===== config.mk =====
export PLATFORM = sky130hd
export DESIGN_NAME = bounded_ordered_list
export DESIGN_NICKNAME = d
export VERILOG_FILES = /design/src/rtl/blist_pkg.sv /design/src/rtl/bounded_ordered_list.sv /design/src/rtl/blist_ctrl.sv /design/src/rtl/blist_dp.sv
export SDC_FILE = /design/constraint.sdc
export NUM_CORES = 2
export LEC_CHECK = 0
export BUFFER_PORTS_ARGS = -buffer_cell sky130_fd_sc_hd__buf_4
export CAP_MARGIN = 15
export CORE_ASPECT_RATIO = 0.75
export CORE_UTILIZATION = 40
export CTS_CLUSTER_SIZE = 40
export DETAILED_ROUTE_END_ITERATION = 10
export PLACE_DENSITY = 0.54
export SYNTH_ARGS = -nofsm -noshare
export SYNTH_HDL_FRONTEND = slang
export SYNTH_SLANG_ARGS = --single-unit

===== constraint.sdc =====
create_clock -name clk -period 11.95 [get_ports clk]
set_input_delay 1.195 -clock clk [delete_from_list [all_inputs] [get_ports clk]]
set_output_delay 1.195 -clock clk [all_outputs]
set_load 0.005 [all_outputs]

===== src/rtl/blist_pkg.sv =====
// Shared types and constants for the bounded ordered list.
// No dependencies; every other file in rtl/ imports this package.
package blist_pkg;

    localparam int CAPACITY = 16;
    localparam int VAL_W    = 32;
    localparam int OPC_W    = 4;
    localparam int POS_W    = 6;
    localparam int ST_W     = 2;
    localparam int LEN_W    = 5;
    localparam int CNT_W    = $clog2(CAPACITY + 1);
    localparam int IDX_W    = $clog2(CAPACITY);
    // Width that holds both a position and a count without overflow.
    localparam int PCMP_W   = ((POS_W > CNT_W) ? POS_W : CNT_W) + 1;

    typedef enum logic [OPC_W-1:0] {
        OP_APPEND     = 4'd0,
        OP_PREPEND    = 4'd1,
        OP_INSERT     = 4'd2,
        OP_DROP_LAST  = 4'd3,
        OP_DROP_FIRST = 4'd4,
        OP_DROP_AT    = 4'd5,
        OP_REVERSE    = 4'd6,
        OP_MIDDLE     = 4'd7,
        OP_LIST       = 4'd8
    } blist_op_t;

    typedef enum logic [ST_W-1:0] {
        ST_OK     = 2'd0,
        ST_EMPTY  = 2'd1,
        ST_BADPOS = 2'd2,
        ST_FULL   = 2'd3
    } blist_status_t;

    typedef enum logic {
        S_IDLE,
        S_LIST
    } blist_state_t;

    typedef struct packed {
        logic [OPC_W-1:0]        opcode;
        logic signed [VAL_W-1:0] item_value;
        logic [POS_W-1:0]        position;
    } blist_in_t;

    typedef struct packed {
        logic signed [VAL_W-1:0] out_value;
        logic [ST_W-1:0]         status;
        logic                    last_of_run;
        logic [LEN_W-1:0]        list_length;
    } blist_out_t;

    // Commands from the controller to the datapath.
    typedef struct packed {
        logic exec;   // perform the incoming opcode and load its first result
        logic step;   // load the next entry of a list walk
    } blist_cmd_t;

    // Status from the datapath to the controller.
    typedef struct packed {
        logic out_full;    // result register holds a beat not yet taken
        logic list_more;   // incoming opcode is a list walk of two or more beats
        logic list_last;   // next list beat is the final entry
    } blist_stat_t;

endpackage


===== src/rtl/bounded_ordered_list.sv =====
// Bounded ordered list, top level. Every opcode but list gives one result beat from the
// result register on the next cycle; a new opcode can be taken each cycle while that
// register is free. List walks the entry row through one read port, one beat per cycle
// while rsp_stall is low, and holds off new opcodes until its last beat is loaded.
// Reset clears the entry count and the result valid flag; stored entries are not cleared.
// Depends on blist_pkg, blist_ctrl and blist_dp.
module bounded_ordered_list (
    input  logic                 clk,
    input  logic                 rst_n,
    input  logic                 cmd_valid,
    output logic                 cmd_stall,
    input  blist_pkg::blist_in_t  cmd,
    output logic                 rsp_valid,
    input  logic                 rsp_stall,
    output blist_pkg::blist_out_t rsp
);
    import blist_pkg::*;

    blist_cmd_t  ctl;
    blist_stat_t st;

    blist_ctrl u_ctrl (
        .clk       (clk),
        .rst_n     (rst_n),
        .cmd_valid (cmd_valid),
        .cmd_stall (cmd_stall),
        .rsp_stall (rsp_stall),
        .st        (st),
        .ctl       (ctl)
    );

    blist_dp u_dp (
        .clk       (clk),
        .rst_n     (rst_n),
        .cmd       (cmd),
        .rsp_stall (rsp_stall),
        .rsp_valid (rsp_valid),
        .rsp       (rsp),
        .ctl       (ctl),
        .st        (st)
    );

endmodule


===== src/rtl/blist_ctrl.sv =====
// Controller for the bounded ordered list: sequences single-result opcodes
// and multi-beat list walks. Depends on blist_pkg.
module blist_ctrl (
    input  logic                  clk,
    input  logic                  rst_n,
    input  logic                  cmd_valid,
    output logic                  cmd_stall,
    input  logic                  rsp_stall,
    input  blist_pkg::blist_stat_t st,
    output blist_pkg::blist_cmd_t  ctl
);
    import blist_pkg::*;

    blist_state_t state_reg;
    blist_state_t state_next;
    logic         out_free;

    // The result register can take a new beat when empty or drained now.
    assign out_free = !st.out_full || !rsp_stall;

    always_ff @(posedge clk or negedge rst_n)
    begin
        if (!rst_n)
        begin
            state_reg <= S_IDLE;
        end
        else
        begin
            state_reg <= state_next;
        end
    end

    always_comb
    begin
        state_next = state_reg;
        unique case (state_reg)
            S_IDLE:
            begin
                if (cmd_valid && out_free && st.list_more)
                begin
                    state_next = S_LIST;
                end
            end
            S_LIST:
            begin
                if (out_free && st.list_last)
                begin
                    state_next = S_IDLE;
                end
            end
            default:
            begin
                state_next = S_IDLE;
            end
        endcase
    end

    always_comb
    begin
        cmd_stall = 1'b1;
        ctl       = '0;
        unique case (state_reg)
            S_IDLE:
            begin
                cmd_stall = !out_free;
                ctl.exec  = cmd_valid && out_free;
            end
            S_LIST:
            begin
                cmd_stall = 1'b1;
                ctl.step  = out_free;
            end
            default:
            begin
                cmd_stall = 1'b1;
            end
        endcase
    end

endmodule


===== src/rtl/blist_dp.sv =====
// Datapath for the bounded ordered list: the entry register row, the
// count, the list-walk index and the result register. Depends on blist_pkg.
module blist_dp (
    input  logic                  clk,
    input  logic                  rst_n,
    input  blist_pkg::blist_in_t   cmd,
    input  logic                  rsp_stall,
    output logic                  rsp_valid,
    output blist_pkg::blist_out_t  rsp,
    input  blist_pkg::blist_cmd_t  ctl,
    output blist_pkg::blist_stat_t st
);
    import blist_pkg::*;

    logic signed [VAL_W-1:0] row_reg  [CAPACITY];
    logic signed [VAL_W-1:0] row_next [CAPACITY];
    logic [IDX_W-1:0]        rev_sel  [CAPACITY];

    logic [CNT_W-1:0]  count_reg;
    logic [CNT_W-1:0]  count_next;
    logic [IDX_W-1:0]  list_idx_reg;
    logic [IDX_W-1:0]  list_idx_next;
    logic              out_full_reg;
    logic              out_full_next;
    blist_out_t        rsp_reg;
    blist_out_t        rsp_next;

    logic              is_ins;
    logic              is_rem;
    logic              is_rev;
    logic              is_mid;
    logic              is_list;
    logic              full;
    logic              empty;
    logic [PCMP_W-1:0] pos_ext;
    logic [PCMP_W-1:0] cnt_ext;
    logic [PCMP_W-1:0] edit_pos;
    blist_status_t     op_status;
    logic              do_ins;
    logic              do_rem;
    logic              do_rev;
    logic [IDX_W-1:0]  rd_sel;
    logic signed [VAL_W-1:0] rd_data;

    assign full    = (count_reg == CNT_W'(CAPACITY));
    assign empty   = (count_reg == '0);
    assign pos_ext = PCMP_W'(cmd.position);
    assign cnt_ext = PCMP_W'(count_reg);

    // Opcode decode and the position each edit works at.
    always_comb
    begin
        is_ins   = 1'b0;
        is_rem   = 1'b0;
        is_rev   = 1'b0;
        is_mid   = 1'b0;
        is_list  = 1'b0;
        edit_pos = '0;
        unique case (blist_op_t'(cmd.opcode))
            OP_APPEND:
            begin
                is_ins   = 1'b1;
                edit_pos = cnt_ext;
            end
            OP_PREPEND:
            begin
                is_ins   = 1'b1;
            end
            OP_INSERT:
            begin
                is_ins   = 1'b1;
                edit_pos = pos_ext;
            end
            OP_DROP_LAST:
            begin
                is_rem   = 1'b1;
                edit_pos = cnt_ext - PCMP_W'(1);
            end
            OP_DROP_FIRST:
            begin
                is_rem   = 1'b1;
            end
            OP_DROP_AT:
            begin
                is_rem   = 1'b1;
                edit_pos = pos_ext;
            end
            OP_REVERSE:
            begin
                is_rev   = 1'b1;
            end
            OP_MIDDLE:
            begin
                is_mid   = 1'b1;
            end
            OP_LIST:
            begin
                is_list  = 1'b1;
            end
            default:
            begin
                is_ins   = 1'b0;
            end
        endcase
    end

    always_comb
    begin
        op_status = ST_OK;
        if (is_ins)
        begin
            if (full)
                op_status = ST_FULL;
            else if (edit_pos > cnt_ext)
                op_status = ST_BADPOS;
        end
        else if (is_rem)
        begin
            if (empty)
                op_status = ST_EMPTY;
            else if (edit_pos >= cnt_ext)
                op_status = ST_BADPOS;
        end
        else if (is_mid || is_list)
        begin
            if (empty)
                op_status = ST_EMPTY;
        end
    end

    assign do_ins = ctl.exec && is_ins && (op_status == ST_OK);
    assign do_rem = ctl.exec && is_rem && (op_status == ST_OK);
    assign do_rev = ctl.exec && is_rev;

    always_comb
    begin
        count_next = count_reg;
        if (do_ins)
            count_next = count_reg + CNT_W'(1);
        else if (do_rem)
            count_next = count_reg - CNT_W'(1);
    end

    // Entries past the edit spot take the one below on insert, those from it on
    // the one above on delete; occupied entries take their mirror on reverse.
    for (genvar g = 0; g < CAPACITY; g++)
    begin : g_row
        logic signed [VAL_W-1:0] below;
        logic signed [VAL_W-1:0] above;

        if (g > 0)
        begin : g_below
            assign below = row_reg[g-1];
        end
        else
        begin : g_below0
            assign below = row_reg[g];
        end

        if (g < CAPACITY - 1)
        begin : g_above
            assign above = row_reg[g+1];
        end
        else
        begin : g_aboveN
            assign above = row_reg[g];
        end

        assign rev_sel[g] = IDX_W'(count_reg - CNT_W'(1) - CNT_W'(g));

        always_comb
        begin
            row_next[g] = row_reg[g];
            if (do_ins)
            begin
                if (PCMP_W'(g) == edit_pos)
                    row_next[g] = cmd.item_value;
                else if (PCMP_W'(g) > edit_pos)
                    row_next[g] = below;
            end
            else if (do_rem)
            begin
                if (PCMP_W'(g) >= edit_pos)
                    row_next[g] = above;
            end
            else if (do_rev)
            begin
                if (PCMP_W'(g) < cnt_ext)
                    row_next[g] = row_reg[rev_sel[g]];
            end
        end

        always_ff @(posedge clk)
        begin
            row_reg[g] <= row_next[g];
        end
    end

    // One read port serves both the middle entry and the list walk.
    always_comb
    begin
        if (ctl.step)
            rd_sel = list_idx_reg;
        else if (is_mid)
            rd_sel = IDX_W'(count_reg >> 1);
        else
            rd_sel = '0;
    end

    assign rd_data = row_reg[rd_sel];

    always_comb
    begin
        list_idx_next = list_idx_reg;
        if (ctl.exec)
            list_idx_next = IDX_W'(1);
        else if (ctl.step)
            list_idx_next = list_idx_reg + IDX_W'(1);
    end

    always_comb
    begin
        rsp_next      = rsp_reg;
        out_full_next = out_full_reg && rsp_stall;
        if (ctl.exec)
        begin
            out_full_next        = 1'b1;
            rsp_next.out_value   = ((is_mid || is_list) && !empty) ? rd_data : '0;
            rsp_next.status      = op_status;
            rsp_next.last_of_run = !is_list || (count_reg <= CNT_W'(1));
            rsp_next.list_length = LEN_W'(count_next);
        end
        else if (ctl.step)
        begin
            out_full_next        = 1'b1;
            rsp_next.out_value   = rd_data;
            rsp_next.status      = ST_OK;
            rsp_next.last_of_run = st.list_last;
            rsp_next.list_length = LEN_W'(count_reg);
        end
    end

    always_ff @(posedge clk or negedge rst_n)
    begin
        if (!rst_n)
        begin
            count_reg    <= '0;
            out_full_reg <= 1'b0;
        end
        else
        begin
            count_reg    <= count_next;
            out_full_reg <= out_full_next;
        end
    end

    always_ff @(posedge clk)
    begin
        list_idx_reg <= list_idx_next;
        rsp_reg      <= rsp_next;
    end

    assign st.out_full  = out_full_reg;
    assign st.list_more = is_list && (count_reg > CNT_W'(1));
    assign st.list_last = ((CNT_W'(list_idx_reg) + CNT_W'(1)) == count_reg);

    assign rsp_valid = out_full_reg;
    assign rsp       = rsp_reg;

endmodule


# Yosys cells after proc, flatten, opt, wreduce, memory -nomap -nowiden
# Memories as Yosys holds them, arrays and structs flattened.
# Cells that the tools add are included.
[op_classes]
n_addsub = 20
muxes = 139
reduce_logical = 27
order_cmp = 50
eq_ne = 25
bitwise = 1
[op_table]
columns = ["cell", "n"]
rows = [
  ["two-way mux 32 bit", 111],
  ["two-way mux 40 bit", 2],
  ["== test 4 x 7 -> 1 bit (first input constant)", 8],
  ["> comparator 4 x 7 -> 1 bit (first input constant)", 8],
  ["greater-or-equal comparator 4 x 7 -> 1 bit (first input constant)", 7],
  ["less-than comparator 4 x 5 -> 1 bit (first input constant)", 8],
  ["subtractor 4 bit (second input constant)", 8],
  ["== test 3 x 7 -> 1 bit (first input constant)", 4],
  ["greater-or-equal comparator 3 x 7 -> 1 bit (first input constant)", 4],
  ["> comparator 3 x 7 -> 1 bit (first input constant)", 4],
  ["case mux 7 bit (3 select lines)", 1],
  ["less-than comparator 3 x 5 -> 1 bit (first input constant)", 4],
  ["== test 4 x 3 -> 1 bit (second input constant)", 4],
  ["subtractor 4 x 3 -> 4 bit (second input constant)", 4],
  ["== test 2 x 7 -> 1 bit (first input constant)", 2],
  ["greater-or-equal comparator 1 x 7 -> 1 bit (first input constant)", 2],
  ["greater-or-equal comparator 2 x 7 -> 1 bit (first input constant)", 2],
  ["> comparator 2 x 7 -> 1 bit (first input constant)", 2],
  ["two-way mux 2 bit", 7],
  ["two-way mux 1 bit", 12],
  ["logical AND 1 bit", 11],
  ["less-than comparator 1 x 5 -> 1 bit (first input constant)", 2],
  ["less-than comparator 2 x 5 -> 1 bit (first input constant)", 2],
  ["two-way mux 5 bit", 2],
  ["30 further kinds", 41],
]
[totals]
out_inout_bits = 42
n_memories = 1
word_cells = 271
regBits = 51
inputBits = 46
ram_bits = 512
[memory_table]
columns = ["name", "words", "word_bits", "rd", "rd_clocked_by_memory_dff", "wr", "line", "rtl"]
rows = [
  ["u_dp.row_reg", 16, 32, 33, 0, 16, "blist_dp.sv:15", "logic signed [VAL_W-1:0] row_reg [CAPACITY];"],
]

# Logic depth before layout (Yosys ltp)
[depth]
word_depth = 13
ltp_mapped = 19

# By module
# A second synthesis with hierarchy kept.
[hier_totals]
cells_unflattened = 7679
hier_area_um2 = 63973.9
[by_module_without_submodules]
columns = ["mod", "seq_area_each_um2", "n_inst", "cells_each", "area_each_um2"]
rows = [
  ["blist_dp", 16806.1, 1, 7672, 63905.0],
  ["blist_ctrl", 25.0, 1, 7, 68.8],
]

# Worst setup path after synthesis
# OpenSTA, ideal clock, no wires.
[synth_timing]
path_type = "input-to-reg"
start = "in cmd[38] (netlist name)"
end = "mem u_dp.row_reg[2][0] (enable)"
path_buffers = 3
path_stages = 14
slack_ns = 2.614
setup_time_ns = 0.594
t_arrival_ns = 8.742
cell_sequence = "buf_2 > buf_2 > nor4_1 > and2_1 > a221oi_4 > inv_1 > ha_1 > nand3_1 > a211o_1 > nor3_1 > o2111a_1 > buf_2 > nor2_1 > a2111oi_0"
[synth_lines]
columns = ["element", "line", "rtl"]
rows = [
  ["start, declared", "bounded_ordered_list.sv:12", "input blist_pkg::blist_in_t cmd,"],
  ["end, declared", "blist_dp.sv:15", ""],
]

==> run summary <==
The area growth from synthesis to final layout is 6.46%. Sorting the synthesized cells by area gives the leading types as sky130_fd_sc_hd__edfxtp_1 (25%), sky130_fd_sc_hd__mux4_2 (19%), sky130_fd_sc_hd__mux2i_1 (10%), sky130_fd_sc_hd__mux2_2 (6.6%), sky130_fd_sc_hd__o211ai_1 (6.1%). Global routing finished with a remaining overflow of 0.

For the area enclosed by the die boundary, the log shows 0.170 sq mm. Number of vias in the routed layout: 65000. The detail route stage leaves a number of antenna-violating nets equal to 0.

Measured on the finished design, the core utilization comes to 42.8%. On the final layout, the worst clock skew is 0.0200 ns. The startpoint of the most critical register-to-register path is u_dp.count_reg[0]$_DFF_PN0_. The run gives 297 mm as the detailed-route wire length. The reg-to-reg setup timing slack was 4.60 ns.

STA puts the critical path data required time at 12.42 ns. The worst hold path belongs to the class in -> async. The signal on the critical path passes through inv_1, ha_4, buf_4, buf_4, buf_4, buf_4, buf_4, mux4_2, mux4_2, and3_1, a221o_1. Summing all multi-input logic gate instances after layout gives 0.0473 sq mm. The endpoint class of the critical path was a flip-flop.

Clock-pin slew was measured on the worst setup and hold paths at 0.06 ns. The I/O pin count is 88. Dividing the detail-routed via count by the number of cells gives 7.30.

Cell family contributing the most delay on the critical path: buffers and inverters. The post-cts repair resize count came out at 0. Summing all flip-flop and latch instances after layout gives 0.0168 sq mm. At the end of routability-driven placement, the weighted congestion stood at 0.894. The vertical extent of the die is 357 microns, and the number of different library cells in the post-synthesis netlist is 86.

The tools report the number of instances in the synthesized netlist as 7089. The tools report the clock root buffer master as sky130_fd_sc_hd__clkbuf_16. Counting along the longest clock path gives a buffer depth of 3. The maximum clock frequency is 136 MHz, and the total iterations of the first detailed-routing run is 6. The leading register cell type out of synthesis was sky130_fd_sc_hd__edfxtp_1.

The run gives 0.72 ns as the clock insertion delay at the later pin of the skew report. The number of max-cap violations came out at 0. The top fanout value on the critical path came out at 73. The effective utilization at floorplan is 40.2%, and the critical path buffer and inverter count is 6.

The Yosys warning count came out at 0. The run gives 6651 as the final net count. The tools report the worst-case headroom to the max-slew limit as 12.4%.

The initial antenna violation count is 11. The logs give 59300 for the number of global-route vias before repair and 0 for the final hold violation count. After detailed routing, the average wire length per cell comes to 33.4 microns. The depth of the worst register-to-register path is 11, and the net count after synthesis is 7154. STA puts the critical path data arrival time at 7.81 ns. The clock tree synthesis step divided the H-tree into 3 levels.

The tools report the global-route wire length before repair as 429 mm. The logs give 0.167 sq mm for the placeable core area and 0 for the remaining design rule violation count. After filler insertion, the fill cell instance count of the layout stands at 16000. The flip-flop count of the largest register after layout is 512. The worst register-to-register path ends at u_dp.row_reg[0][12]$_DFFE_PP_. Sequential elements use 25.0% of the synthesized area.

The share of the cycle needed by the critical path after routing was 61.5%; the area share of the largest cell type after synthesis was 24.6%. Setup repair after global routing left no endpoint under its margin. The most numerous cell type found on the critical path is sky130_fd_sc_hd__buf_4. The cell area after synthesis was 0.0673 sq mm; the clock net sink count was 563. Hold repair after CTS inserted 0 buffers. The most frequently used cell type in the post-synthesis netlist is sky130_fd_sc_hd__nand2_1.

For the all-layer global routing usage, the log shows 34.0%. Cells with a size suffix above 1 make up 21.0% of the layout. At the pin with the least slew margin, the transition time is 1.31 ns. Counting the buffers created by CTS gives 74. The horizontal die dimension works out to 476 microns. The count of buffers added on input and output ports is 87. The number of enable-type register cells in the synthesized netlist is 552, and the pin count of the biggest net entering global routing is 208. Mean cell area of the mapped netlist: 9.50 sq um. Fraction of registers with async set/reset: 1.24%. In this run, synthesis produced a sequential element count of 563. Post-CTS setup buffer count: 0. The run finished with clean final reports. Summed over all failing endpoints, the final setup total negative slack is 0 ns.

For this block, the initial DRC count from the detailed router was 9831. Kind of critical path: reg -> reg. The number of max-slew violations in the final report came out at 0. TritonCTS built the clock tree. Sorting the synthesized cells by how often they occur yields sky130_fd_sc_hd__nand2_1 (1005), sky130_fd_sc_hd__mux2i_1 (674), sky130_fd_sc_hd__mux4_2 (576). The library cell with the largest summed area after synthesis is sky130_fd_sc_hd__edfxtp_1. The detailed-placement wirelength estimate was 164 mm. The final setup violation count came out at 0. The clock period could shrink to 7.35 ns. The kind of start point of the critical path is a flip-flop. In this run the core area contains 130 standard-cell rows. The delay contributed by the slowest stage of the critical path came out at 0.99 ns.

For this design, the slowest cell found on the critical path is sky130_fd_sc_hd__dfrtp_4.
[per-layer routing]
metal | wire length [microns] | vias up | global-route usage (%)
met5 | 33 | - | 0
met4 | 13500 | 6 | 14.3
met3 | 39900 | 772 | 9.92
met2 | 124000 | 5018 | 48.6
met1 | 119000 | 32300 | 47.6
li1 | - | 26900 | -
[placed cells by master (no fill, tap or decap), types with 216 or more instances in the layout]
cell	n
sky130_fd_sc_hd__buf_4	216
sky130_fd_sc_hd__o211ai_1	543
sky130_fd_sc_hd__mux2_2	396
sky130_fd_sc_hd__mux2i_1	674
sky130_fd_sc_hd__nand2_1	1000
sky130_fd_sc_hd__edfxtp_1	552
sky130_fd_sc_hd__nand3_1	415
sky130_fd_sc_hd__mux4_2	576
sky130_fd_sc_hd__nor2_1	284
sky130_fd_sc_hd__o21ai_0	305
[kinds of logic (layout without fill, tap and decap cells)]
logic type | Yosys count | after routing | share of synthesized area, %
XOR/XNOR | 24 | 24 | 0.323
adder cells (fa/ha/maj) | 19 | 19 | 0.353
AND/OR/NAND/NOR | 2247 | 2247 | 15.2
other | 0 | 10 | 0
flip-flops | 563 | 563 | 25.0
AO/OA/AOI/OAI | 1672 | 1672 | 17.4
multiplexers | 1658 | 1658 | 36.1
buffers and inverters | 906 | 460 | 5.64
[how the worst max path moves through the flow]
stage | from | end | slack (ns) | cells after the start
finish | u_dp.count_reg[0]$_DFF_PN0_ | u_dp.row_reg[0][12]$_DFFE_PP_ | 4.60 | 11
global route | u_dp.count_reg[0]$_DFF_PN0_ | u_dp.row_reg[0][12]$_DFFE_PP_ | 4.31 | 11
CTS | u_dp.count_reg[0]$_DFF_PN0_ | u_dp.row_reg[0][12]$_DFFE_PP_ | 4.81 | 11
detailed placement | u_dp.count_reg[0]$_DFF_PN0_ | u_dp.row_reg[0][12]$_DFFE_PP_ | 4.80 | 11
global placement | u_dp.count_reg[0]$_DFF_PN0_ | u_dp.row_reg[0][14]$_DFFE_PP_ | 4.99 | 11
floorplan | cmd[38] | u_dp.row_reg[2][0]$_DFFE_PP_ | 2.61 | 14
[final cells by class]
cell class,instances,share of cell area (%)
Sequential cell,563,23.5
Tap cell,2244,3.92
Multi-Input combinational cell,5620,65.9
Clock inverter,35,0.548
Clock buffer,98,2.94
Timing Repair Buffer,230,2.64
Inverter,97,0.520
Antenna cell,10,0.0349
[through the flow]
stage          hold WS, ns  cells  cell area (sq um)  setup slack, ns
2_1_floorplan        0.479   7089              67300             2.61
3_3_place_gp         0.507   8753              69200             4.99
3_5_place_dp         0.537   8753              69200             4.80
4_1_cts              0.264   8886              71700             4.81
5_1_grt              0.274   8888              71700             4.31
6_report             0.292   8897              71700             4.60
Power is not shown: default switching activity piles up to over one toggle a cycle in this logic, so the estimate is an artifact.
